===== src/hw/rtl/mpd_pkg.sv =====
`default_nettype none

package mpd_pkg;

  // Result kinds.
  localparam logic [1:0] KIND_DESC  = 2'd0;
  localparam logic [1:0] KIND_DATA  = 2'd1;
  localparam logic [1:0] KIND_ERROR = 2'd2;

  // Configuration register indexes (byte address is four times the index).
  localparam int unsigned REG_MAX_PAYLOAD = 0;
  localparam int unsigned CFG_ADDR_W      = 3;

  // Header layout.
  localparam int unsigned HDR_BYTES  = 6;
  localparam int unsigned TIME_BYTES = 8;
  localparam int unsigned FLAG_KEY   = 47;
  localparam int unsigned FLAG_CTX   = 46;
  localparam int unsigned FLAG_TS    = 45;

  // Absolute payload size limit and register reset value.
  localparam logic [31:0] SIZE_HARD_LIMIT = 32'd8388608;
  localparam logic [23:0] MAX_PAYLOAD_RST = 24'd8388608;

  typedef struct packed {
    logic [7:0]  stream_byte;
    logic [43:0] now_ms;
  } in_item_t;

  typedef struct packed {
    logic [1:0]         kind;
    logic [7:0]         data_byte;
    logic               last;
    logic               is_context;
    logic               is_key_frame;
    logic [12:0]        codec_id;
    logic [23:0]        payload_size;
    logic signed [63:0] timestamp;
  } out_item_t;

  // Result of one parse step.
  typedef struct packed {
    logic      valid;
    out_item_t item;
  } parse_res_t;

endpackage

`default_nettype wire


===== src/hw/rtl/mpd_cfg.sv =====
`default_nettype none

module mpd_cfg (
  input  wire logic                           clk,
  input  wire logic                           rst_n,
  input  wire logic                           psel,
  input  wire logic                           penable,
  input  wire logic                           pwrite,
  input  wire logic [mpd_pkg::CFG_ADDR_W-1:0] paddr,
  input  wire logic [31:0]                    pwdata,
  output logic      [31:0]                    prdata,
  output logic                                pready,
  output logic      [23:0]                    max_payload
);
  import mpd_pkg::*;

  logic [23:0] max_payload_r;
  logic [23:0] max_payload_nxt;
  logic        sel_max;

  // Word index decode: the low two address bits select bytes within a word.
  assign sel_max = (paddr[CFG_ADDR_W-1:2] == REG_MAX_PAYLOAD[CFG_ADDR_W-3:0]);

  // Register write on the access phase.
  always_comb begin
    max_payload_nxt = max_payload_r;
    if (psel && penable && pwrite && sel_max) begin
      max_payload_nxt = pwdata[23:0];
    end
  end

  always_ff @(posedge clk) begin
    if (!rst_n) begin
      max_payload_r <= MAX_PAYLOAD_RST;
    end else begin
      max_payload_r <= max_payload_nxt;
    end
  end

  // Read back.
  assign prdata      = sel_max ? {8'd0, max_payload_r} : 32'd0;
  assign pready      = 1'b1;
  assign max_payload = max_payload_r;

endmodule

`default_nettype wire


===== src/hw/rtl/mpd_parse.sv =====
`default_nettype none

module mpd_parse (
  input  wire logic                clk,
  input  wire logic                rst_n,
  input  wire logic                fire,
  input  wire mpd_pkg::in_item_t   item,
  input  wire logic [23:0]         max_payload,
  output mpd_pkg::parse_res_t      res
);
  import mpd_pkg::*;

  typedef enum logic [3:0] {
    PH_HEADER  = 4'b0001,
    PH_TIME    = 4'b0010,
    PH_PAYLOAD = 4'b0100,
    PH_DEAD    = 4'b1000
  } phase_t;

  phase_t      phase_r, phase_nxt;
  logic [2:0]  byte_index_r, byte_index_nxt;
  logic [47:0] header_bits_r, header_bits_nxt;
  logic [63:0] time_bits_r, time_bits_nxt;
  logic [23:0] bytes_left_r, bytes_left_nxt;

  logic [47:0] hdr_shift;
  logic [63:0] time_shift;
  logic [47:0] fin_hdr;
  logic [31:0] fin_size;
  logic        size_bad;
  logic [63:0] ts_now;
  logic        do_finish;

  assign hdr_shift  = {header_bits_r[39:0], item.stream_byte};
  assign time_shift = {time_bits_r[55:0], item.stream_byte};

  // now_ms * 1000 as (x << 10) - (x << 4) - (x << 3).
  assign ts_now = {10'd0, item.now_ms, 10'd0}
                - {16'd0, item.now_ms, 4'd0}
                - {17'd0, item.now_ms, 3'd0};

  // The header word used at completion: just shifted in, or held during the timestamp.
  assign fin_hdr  = (phase_r == PH_HEADER) ? hdr_shift : header_bits_r;
  assign fin_size = fin_hdr[31:0];
  assign size_bad = (fin_size == 32'd0) || (fin_size > {8'd0, max_payload})
                 || (fin_size > SIZE_HARD_LIMIT);

  // Sequencing and result formation for one item.
  always_comb begin
    phase_nxt       = phase_r;
    byte_index_nxt  = byte_index_r;
    header_bits_nxt = header_bits_r;
    time_bits_nxt   = time_bits_r;
    bytes_left_nxt  = bytes_left_r;
    do_finish       = 1'b0;
    res             = '0;

    case (phase_r)
      PH_HEADER: begin
        header_bits_nxt = hdr_shift;
        byte_index_nxt  = byte_index_r + 3'd1;
        if (byte_index_r == 3'(HDR_BYTES - 1)) begin
          byte_index_nxt = 3'd0;
          if (hdr_shift[FLAG_TS]) begin
            time_bits_nxt = 64'd0;
            phase_nxt     = PH_TIME;
          end else begin
            do_finish = 1'b1;
          end
        end
      end
      PH_TIME: begin
        time_bits_nxt  = time_shift;
        byte_index_nxt = byte_index_r + 3'd1;
        if (byte_index_r == 3'(TIME_BYTES - 1)) begin
          do_finish = 1'b1;
        end
      end
      PH_PAYLOAD: begin
        res.valid          = 1'b1;
        res.item.kind      = KIND_DATA;
        res.item.data_byte = item.stream_byte;
        if (bytes_left_r <= 24'd1) begin
          res.item.last  = 1'b1;
          bytes_left_nxt = 24'd0;
          byte_index_nxt = 3'd0;
          phase_nxt      = PH_HEADER;
        end else begin
          bytes_left_nxt = bytes_left_r - 24'd1;
        end
      end
      default: begin
      end
    endcase

    // Header complete: emit a descriptor or, for a bad size, an error.
    if (do_finish) begin
      res.valid             = 1'b1;
      res.item.is_context   = fin_hdr[FLAG_CTX];
      res.item.is_key_frame = fin_hdr[FLAG_KEY];
      res.item.codec_id     = fin_hdr[44:32];
      byte_index_nxt        = 3'd0;
      if (size_bad) begin
        res.item.kind = KIND_ERROR;
        phase_nxt     = PH_DEAD;
      end else begin
        res.item.kind         = KIND_DESC;
        res.item.payload_size = fin_size[23:0];
        res.item.timestamp    = fin_hdr[FLAG_TS] ? time_shift : ts_now;
        bytes_left_nxt        = fin_size[23:0];
        phase_nxt             = PH_PAYLOAD;
      end
    end
  end

  always_ff @(posedge clk) begin
    if (!rst_n) begin
      phase_r       <= PH_HEADER;
      byte_index_r  <= 3'd0;
      header_bits_r <= 48'd0;
      time_bits_r   <= 64'd0;
      bytes_left_r  <= 24'd0;
    end else if (fire) begin
      phase_r       <= phase_nxt;
      byte_index_r  <= byte_index_nxt;
      header_bits_r <= header_bits_nxt;
      time_bits_r   <= time_bits_nxt;
      bytes_left_r  <= bytes_left_nxt;
    end
  end

endmodule

`default_nettype wire


===== src/hw/rtl/media_packet_deframer.sv =====
// An accepted item is held in the input register, and its result is loaded
// into the result register when that register is empty or being drained.
// Throughput: one item per cycle when not stalled; parse state updates per item.
// Reset: synchronous, active low; the parser returns to header search and
// the payload size limit returns to 8388608 bytes. No clearing pass is needed.
`default_nettype none

module media_packet_deframer (
  input  wire logic                           clk,
  input  wire logic                           rst_n,
  input  wire logic                           in_valid,
  output logic                                in_stall,
  input  wire mpd_pkg::in_item_t              in_item,
  output logic                                out_valid,
  input  wire logic                           out_stall,
  output mpd_pkg::out_item_t                  out_item,
  input  wire logic                           psel,
  input  wire logic                           penable,
  input  wire logic                           pwrite,
  input  wire logic [mpd_pkg::CFG_ADDR_W-1:0] paddr,
  input  wire logic [31:0]                    pwdata,
  output logic      [31:0]                    prdata,
  output logic                                pready
);
  import mpd_pkg::*;

  logic        s1_valid_r, s1_valid_nxt;
  in_item_t    s1_item_r;
  logic        out_valid_r, out_valid_nxt;
  out_item_t   out_item_r;
  logic        adv;
  logic        fire;
  logic [23:0] max_payload;
  parse_res_t  res;

  mpd_cfg u_cfg (
    .clk         (clk),
    .rst_n       (rst_n),
    .psel        (psel),
    .penable     (penable),
    .pwrite      (pwrite),
    .paddr       (paddr),
    .pwdata      (pwdata),
    .prdata      (prdata),
    .pready      (pready),
    .max_payload (max_payload)
  );

  mpd_parse u_parse (
    .clk         (clk),
    .rst_n       (rst_n),
    .fire        (fire),
    .item        (s1_item_r),
    .max_payload (max_payload),
    .res         (res)
  );

  // The result register can take a new value when empty or being drained.
  assign adv      = !out_valid_r || !out_stall;
  assign fire     = s1_valid_r && adv;
  assign in_stall = s1_valid_r && !adv;

  always_comb begin
    s1_valid_nxt  = s1_valid_r;
    out_valid_nxt = out_valid_r;
    if (!in_stall) begin
      s1_valid_nxt = in_valid;
    end
    if (adv) begin
      out_valid_nxt = fire && res.valid;
    end
  end

  always_ff @(posedge clk) begin
    if (!rst_n) begin
      s1_valid_r  <= 1'b0;
      out_valid_r <= 1'b0;
    end else begin
      s1_valid_r  <= s1_valid_nxt;
      out_valid_r <= out_valid_nxt;
    end
  end

  // Payload registers.
  always_ff @(posedge clk) begin
    if (!in_stall && in_valid) begin
      s1_item_r <= in_item;
    end
    if (fire && res.valid) begin
      out_item_r <= res.item;
    end
  end

  assign out_valid = out_valid_r;
  assign out_item  = out_item_r;

endmodule

`default_nettype wire

===== config.mk =====
export PLATFORM = sky130hd
export DESIGN_NAME = media_packet_deframer
export DESIGN_NICKNAME = d
export VERILOG_FILES = /design/src/hw/rtl/mpd_pkg.sv /design/src/hw/rtl/mpd_cfg.sv /design/src/hw/rtl/mpd_parse.sv /design/src/hw/rtl/media_packet_deframer.sv
export SDC_FILE = /design/constraint.sdc
export NUM_CORES = 1
export LEC_CHECK = 0
export BUFFER_PORTS_ARGS = -buffer_cell sky130_fd_sc_hd__clkbuf_2
export CAP_MARGIN = 20
export CORE_ASPECT_RATIO = 0.6
export CORE_MARGIN = 3
export CORE_UTILIZATION = 30
export CTS_CLUSTER_SIZE = 24
export DETAILED_ROUTE_END_ITERATION = 16
export GPL_ROUTABILITY_DRIVEN = 0
export GPL_TIMING_DRIVEN = 1
export PLACE_DENSITY_LB_ADDON = 0.15
export RECOVER_POWER = 100
export SLEW_MARGIN = 20
export SYNTH_ARGS = -nofsm -noshare
export SYNTH_HDL_FRONTEND = slang
export SYNTH_SLANG_ARGS = --single-unit

===== constraint.sdc =====
create_clock -name clk -period 12.8 [get_ports clk]
set_input_delay 0.64 -clock clk [delete_from_list [all_inputs] [get_ports clk]]
set_output_delay 0.64 -clock clk [all_outputs]
set_load 0.005 [all_outputs]

Word-level counts from Yosys, hierarchy flattened
Cells that the tools add are included.
{"block": "totals", "wordCells": 87, "out_inout_bits": 149, "ff_bits": 327, "inputBits": 94}
{"block": "op_classes", "muxes": 28, "order_cmp": 3, "eq_ne": 10, "n_addsub": 4, "n_bitwise": 2, "n_reduce_logical": 22}
{"operator": "two-way mux 24 bit", "count": 5}
{"operator": "two-way mux 56 bit", "count": 2}
{"operator": "one-hot mux 56 bit (2 select lines)", "count": 1}
{"operator": "two-way mux 64 bit", "count": 1}
{"operator": "subtractor 64 x 47 -> 64 bit", "count": 1}
{"operator": "subtractor 54 x 48 -> 55 bit", "count": 1}
{"operator": "two-way mux 48 bit", "count": 1}
{"operator": "> comparator 32 x 24 -> 1 bit", "count": 1}
{"operator": "> comparator 32 x 24 -> 1 bit (second input constant)", "count": 1}
{"operator": "zero test 32 bit", "count": 1}
{"operator": "less-or-equal comparator 24 x 1 -> 1 bit (second input constant)", "count": 1}
{"operator": "subtractor 24 x 1 -> 24 bit (second input constant)", "count": 1}
{"operator": "two-way mux 4 bit", "count": 5}
{"operator": "two-way mux 12 bit", "count": 1}
{"operator": "two-way mux 3 bit", "count": 4}
{"operator": "one-hot mux 3 bit (3 select lines)", "count": 1}
{"operator": "one-hot mux 4 bit (2 select lines)", "count": 1}
{"operator": "logical AND 1 bit", "count": 7}
{"operator": "equality test 3 bit (second input constant)", "count": 2}
{"operator": "!= test 3 x 1 -> 1 bit (second input constant)", "count": 2}
{"operator": "AND reduction 5 bit", "count": 1}
{"operator": "equality test 4 x 1 -> 1 bit (second input constant)", "count": 1}
{"operator": "equality test 4 x 2 -> 1 bit (second input constant)", "count": 1}
{"operator": "equality test 4 x 3 -> 1 bit (second input constant)", "count": 1}
{"operator": "16 further kinds", "count": 25}

Depth between registers and ports, before layout
{"block": "depth", "depth_word": 8, "ltp_mapped": 25, "mapped_depth_nobuf": 24}

Modules after synthesis
A second synthesis with hierarchy kept.
{"block": "hier_totals", "cells_unflattened": 2279, "area_unflattened_um2": 19670.1}
{"module": "mpd_parse", "n_inst": 1, "seq_area_each_um2": 2702.6, "area_each_um2": 13364.1, "cells_per_inst": 1961}
{"module": "media_packet_deframer", "n_inst": 1, "seq_area_each_um2": 5024.8, "area_each_um2": 5076.1, "cells_per_inst": 176}
{"module": "mpd_cfg", "n_inst": 1, "seq_area_each_um2": 480.5, "area_each_um2": 1229.9, "cells_per_inst": 142}

Worst setup path after synthesis
Ideal clock, no wire load.
{"block": "synth_timing", "kind": "register to register", "from": "register u_parse.phase_r[3]", "to": "register out_item_r, in the netlist out_item[0], enable pin", "path_buffers": 1, "stages_incl_launch_ff": 6, "t_required_ps": 12211, "synth_period_minus_slack_ps": 6894, "slack_ps": 5906, "setup_ps": 589, "t_arrival_ps": 6306, "path_cell_list": "dfxtp_1 -> or4b_1 -> clkbuf_1 -> o31ai_1 -> nor2_1 -> nor2_1"}
{"block": "synth_via", "elab_chain_cells": 4, "word_cells_on_any_way": 7, "cone_classes": "eq/ne: 3; mux: 3; reduce/logical: 1"}
{"element": "from (decl)", "line_no": "mpd_parse.sv:20", "source": "phase_t phase_r, phase_nxt;"}
{"element": "from (signal assigned)", "line_no": "mpd_parse.sv:124", "source": "phase_r <= phase_nxt;"}
{"element": "equality test 4 x 2 -> 1 bit, or another cell as far along", "line_no": "mpd_parse.sv:58", "source": "case (phase_r)"}
{"element": "one-hot mux 1 bit (2 select lines) / two-way mux 12 bit (equally long branches)", "line_no": "mpd_parse.sv:58"}
{"element": "two-way mux 3 bit (*)", "line_no": "mpd_parse.sv:97", "source": "if (do_finish) begin"}
{"element": "logical AND 1 bit (*)", "line_no": "media_packet_deframer.sv:89", "source": "if (fire && res.valid) begin"}
{"element": "to (signal assigned)", "line_no": "media_packet_deframer.sv:90", "source": "out_item_r <= res.item;"}
{"element": "to (decl)", "line_no": "media_packet_deframer.sv:30", "source": "out_item_t out_item_r;"}
Every way passes the cells marked *; elsewhere a longest branch is shown, timed or not.
A chain may end at the register's enable or synchronous reset.

Final worst setup path
{"block": "layout_timing", "from": "register u_parse.phase_r[3]", "to": "register u_parse.bytes_left_r[19]"}
{"block": "layout_via", "elab_chain_cells": 7, "word_cells_on_any_way": 13, "cone_classes": "order compare: 2; eq/ne: 3; mux: 5; reduce/logical: 3"}
{"element": "equality test 4 x 1 -> 1 bit (*)", "line_no": "mpd_parse.sv:43", "source": "assign fin_hdr = (phase_r == PH_HEADER) ? hdr_shift : header_bits_r;"}
{"element": "two-way mux 48 bit (*)", "line_no": "mpd_parse.sv:43"}
{"element": "named net u_parse.fin_hdr[22]", "line_no": "mpd_parse.sv:28", "source": "logic [47:0] fin_hdr;"}
{"element": "> comparator 32 x 24 -> 1 bit / zero test 32 bit (equally long branches)", "line_no": "mpd_parse.sv:45", "source": "assign size_bad = (fin_size == 32'd0) || (fin_size > {8'd0, max_payload})"}
{"element": "logical OR 1 bit", "line_no": "mpd_parse.sv:45"}
{"element": "logical OR 1 bit (*)", "line_no": "mpd_parse.sv:46", "source": "|| (fin_size > SIZE_HARD_LIMIT);"}
{"element": "two-way mux 24 bit (*)", "line_no": "mpd_parse.sv:103", "source": "if (size_bad) begin"}
{"element": "two-way mux 24 bit (*)", "line_no": "mpd_parse.sv:97"}
{"element": "to (signal assigned)", "line_no": "mpd_parse.sv:128", "source": "bytes_left_r <= bytes_left_nxt;"}
{"element": "to (decl)", "line_no": "mpd_parse.sv:24", "source": "logic [23:0] bytes_left_r, bytes_left_nxt;"}
Mark *: on every way through the listed nets, which the timed path passes. The rest lies on a longest branch.

==> impl_metrics.py <==
metrics = {
    "setup_path": {
        "worst-path-max-fanout": 82,
        "cp_cell_sequence": "or4b_1 > clkbuf_1 > mux2i_1 > inv_1 > ha_1 > nand4_1 > nor3_1 > mux2_1 > o211ai_1 > clkbuf_1 > nor2_1 > a21oi_1 > o21ai_0",
        "slowest_stage": "clkbuf_1",
        "startpoint": "u_parse.phase_r[3]",
        "slowest_delay_ns": 2.88,
        "startpoint_type": "register",
        "worstSetupPathType": "reg2reg",
        "worstPathRequired_ns": 13.23,
        "critPathArrivalTime_ns": 9.07,
        "crit_path_end_kind": "register",
        "crit_top_cell": "clkbuf_1",
        "worstReg2RegStart": "u_parse.phase_r[3]",
    },
    "detailed_routing": {
        "ant_nets": 0,
        "via_per_inst": 5.25,
        "drtIter0Drc": 1497,
        "drcViolationCount": 0,
        "vias": 17328,
        "avgRoutedWirePerCell_um": 19.3,
        "detail_route.wirelength_mm": 63.6,
        "dr.pass1.iters": 5,
    },
    "floorplan": {
        "fp.dieW_um": 336,
        "dieArea_um2": 68500,
        "io_pins": 243,
        "die_h_um": 204,
        "coreArea_um2": 63600,
        "start_util": 0.308,
        "rows": 71,
    },
    "grt": {
        "grt_start_max_net_pins": 119,
        "grt-ovfl-total": 0,
        "grt_pass1_wl_mm": 96.4,
        "globalRouteTotalUtil": 0.181,
        "grt_pass1_vias": 15942,
        "antenna_found_initial": 1,
    },
    "synthesis": {
        "synthXorXnorAreaFrac": 0.0371,
        "yosysUniqueCellTypes": 81,
        "synth_commonest_cells": "397 x nand2_1, 182 x a21oi_1, 166 x edfxtp_1",
        "yosysSeqAreaShare": 0.419,
        "synthAdderAreaFrac": 0.0716,
        "synthMuxAreaShare": 0.0155,
        "synth_edf_count": 166,
        "postSynthCellCount": 2271,
        "synth-simple-area-share": 0.193,
        "syn_area_per_cell_um2": 8.62,
        "ys_warn_count": 0,
        "synth-async-reset-ratio": 0,
        "ys_ff_latch": 327,
        "ys.flop_type": "edfxtp_1",
        "synth_area_leaders": "edfxtp_1 25%, dfxtp_1 16%, nand2_1 7.6%, ha_1 7.2%, a21oi_1 4.7%",
        "synth_compound_area_frac": 0.214,
        "synth_top_cell_area_share": 0.255,
        "syn_area_um2": 19600,
        "yosysTopAreaCell": "edfxtp_1",
        "yosysMostFrequentCell": "nand2_1",
        "synth_top_family_by_area": "compound AO/OA/AOI/OAI gates",
    },
    "cells_and_area": {
        "seq_area_um2": 8210,
        "fillers": 6681,
        "layout-drive-gt1-share": 0.104,
        "multi_input_area_um2": 10500,
        "finalNetCount": 2634,
        "syn_to_final_growth_pct": 15.1,
    },
    "timing": {
        "whs_ns": 0.239,
        "fin_skew_ns": 0.0417,
        "finalSetupViolations": 0,
        "fin_crit_ns": 8.64,
        "period_share": 0.675,
        "clock.fmax_ghz": 0.116,
        "hold_viol": 0,
        "setup_tns_ns": 0,
        "tightest_slew_ns": 4.09,
        "slew_headroom": -1.73,
        "maxSlewViolCount": 487,
        "rsz0062_at_grt": "no",
    },
    "cts": {
        "htree_levels": 2,
        "root_buffer": "clkbuf_16",
        "cts_sinks": 327,
        "cts_made_buffers": 37,
        "cts_tree": "yes",
        "cts_setup_buffers": 0,
        "cts_hold_buffers": 0,
        "clock_latency_ns": 0.58,
        "cts_resized": 0,
        "clk_pin_slew_ns": 0.06,
        "cts_max_path_buffers": 3,
    },
    "min_path": {
        "hp-class": "in2reg",
        "hold_start": "in_item[20]",
    },
    "power_and_ir_drop": {
        "power_density_nw_per_um2": 139,
        "vdd_ir_drop_max_v": 0.0000866,
        "leakage_nw": 9.24,
        "finalPower_mw": 3.14,
    },
    "run": {
        "drv_cap": 8,
    },
    "placement": {
        "dp_hpwl_mm": 47.3,
        "portBuffers": 223,
    },
    "outcome": {
        "violations": "capacitance limit, slew limit",
        "outcome": "finished, violations left",
    },
}
through the flow:
stage	worst slack, ns	cells	utilization	instance area [um2]
floorplan	5.91	2278	-	19600
global placement	6.20	3227	0.337	21400
detailed placement	6.07	3227	0.337	21400
CTS	6.01	3295	0.356	22600
global route	3.58	3296	0.354	22500
finish	4.16	3298	0.354	22500
layout by cell type (no fill, tap or decap), types with 11 or more instances in the layout:
cell,instances
nor3_1,38
a211oi_1,16
mux2i_1,27
ha_1,112
nand4_1,28
a31oi_1,16
nor2_1,152
a21oi_1,182
clkbuf_2,154
nand2_1,395
clkinv_2,11
a21boi_0,119
a21o_1,38
inv_1,118
o211ai_1,13
o21ai_0,107
edfxtp_1,166
clkbuf_1,80
o211a_1,27
xnor2_1,51
xor2_1,32
nor2b_1,17
clkbuf_16,39
dfxtp_1,161
or3_1,14
nand3_1,91
o21a_1,30
nor4_1,22
registers in the layout (all words and copies together) (netlist names):
name,flops
u_parse.bytes_left_r,24
u_parse.byte_index_r,3
u_parse.time_bits_r,56
u_parse.phase_r,4
u_cfg.max_payload,24
u_parse.header_bits_r,48
s1_valid_r,1
s1_item_r,52
out_valid,1
out_item,114
final timing paths:
| check | end | slack (ns) | cells past startpoint |
|---|---|---|---|
| hold reg to reg | u_cfg.max_payload[8] | 0.46 | 2 |
| hold / removal | s1_item_r[20] | 0.24 | 1 |
| setup / recovery | u_parse.bytes_left_r[19] | 4.16 | 13 |
| setup reg to reg | u_parse.bytes_left_r[19] | 4.16 | 13 |
area by class of cell:
type	instances	share of cell area
diodes	2	0.000222
clock buffers	44	0.0450
clock inverters	24	0.00927
inverters	119	0.0198
multi-input cells	1702	0.464
flip-flops and latches	327	0.364
well taps	839	0.0466
repair buffers	241	0.0507
power breakdown:
group          internal [mW]  switching [mW]  leakage [nW]
logic                  0.354           0.546          5.54
registers               1.12          0.0293          3.09
clock network          0.614           0.474         0.614
total                   2.09            1.05          9.24
per-layer routing:
| layer | wire length (um) | GRT usage | up-vias |
|---|---|---|---|
| li1 | - | - | 8422 |
| met1 | 34400 | 0.303 | 8357 |
| met2 | 23900 | 0.232 | 511 |
| met3 | 4630 | 0.0349 | 38 |
| met4 | 663 | 0.0285 | 0 |
| met5 | 0 | 0 | - |
kinds of logic after synthesis:
| group | count (synthesis) |
|---|---|
| and+or+nand+nor | 834 |
| AOI/OAI and AO/OA | 634 |
| DFF | 327 |
| buffers and inverters | 249 |
| adders and majority gates | 112 |
| xor gates and xnor gates | 83 |
| muxes | 30 |
| other | 2 |
worst max-delay path: cells and delay by family (launching register included):
| kind | cells | cell delay (ns) |
|---|---|---|
| buffers and inverters | 3 | 4.30 |
| AND/OR/NAND/NOR | 4 | 1.50 |
| multiplexers | 2 | 1.23 |
| AO/OA/AOI/OAI | 3 | 0.72 |
| flip-flops | 1 | 0.44 |
| adder cells (fa/ha/maj) | 1 | 0.33 |
(Power assumes the default switching activity.)
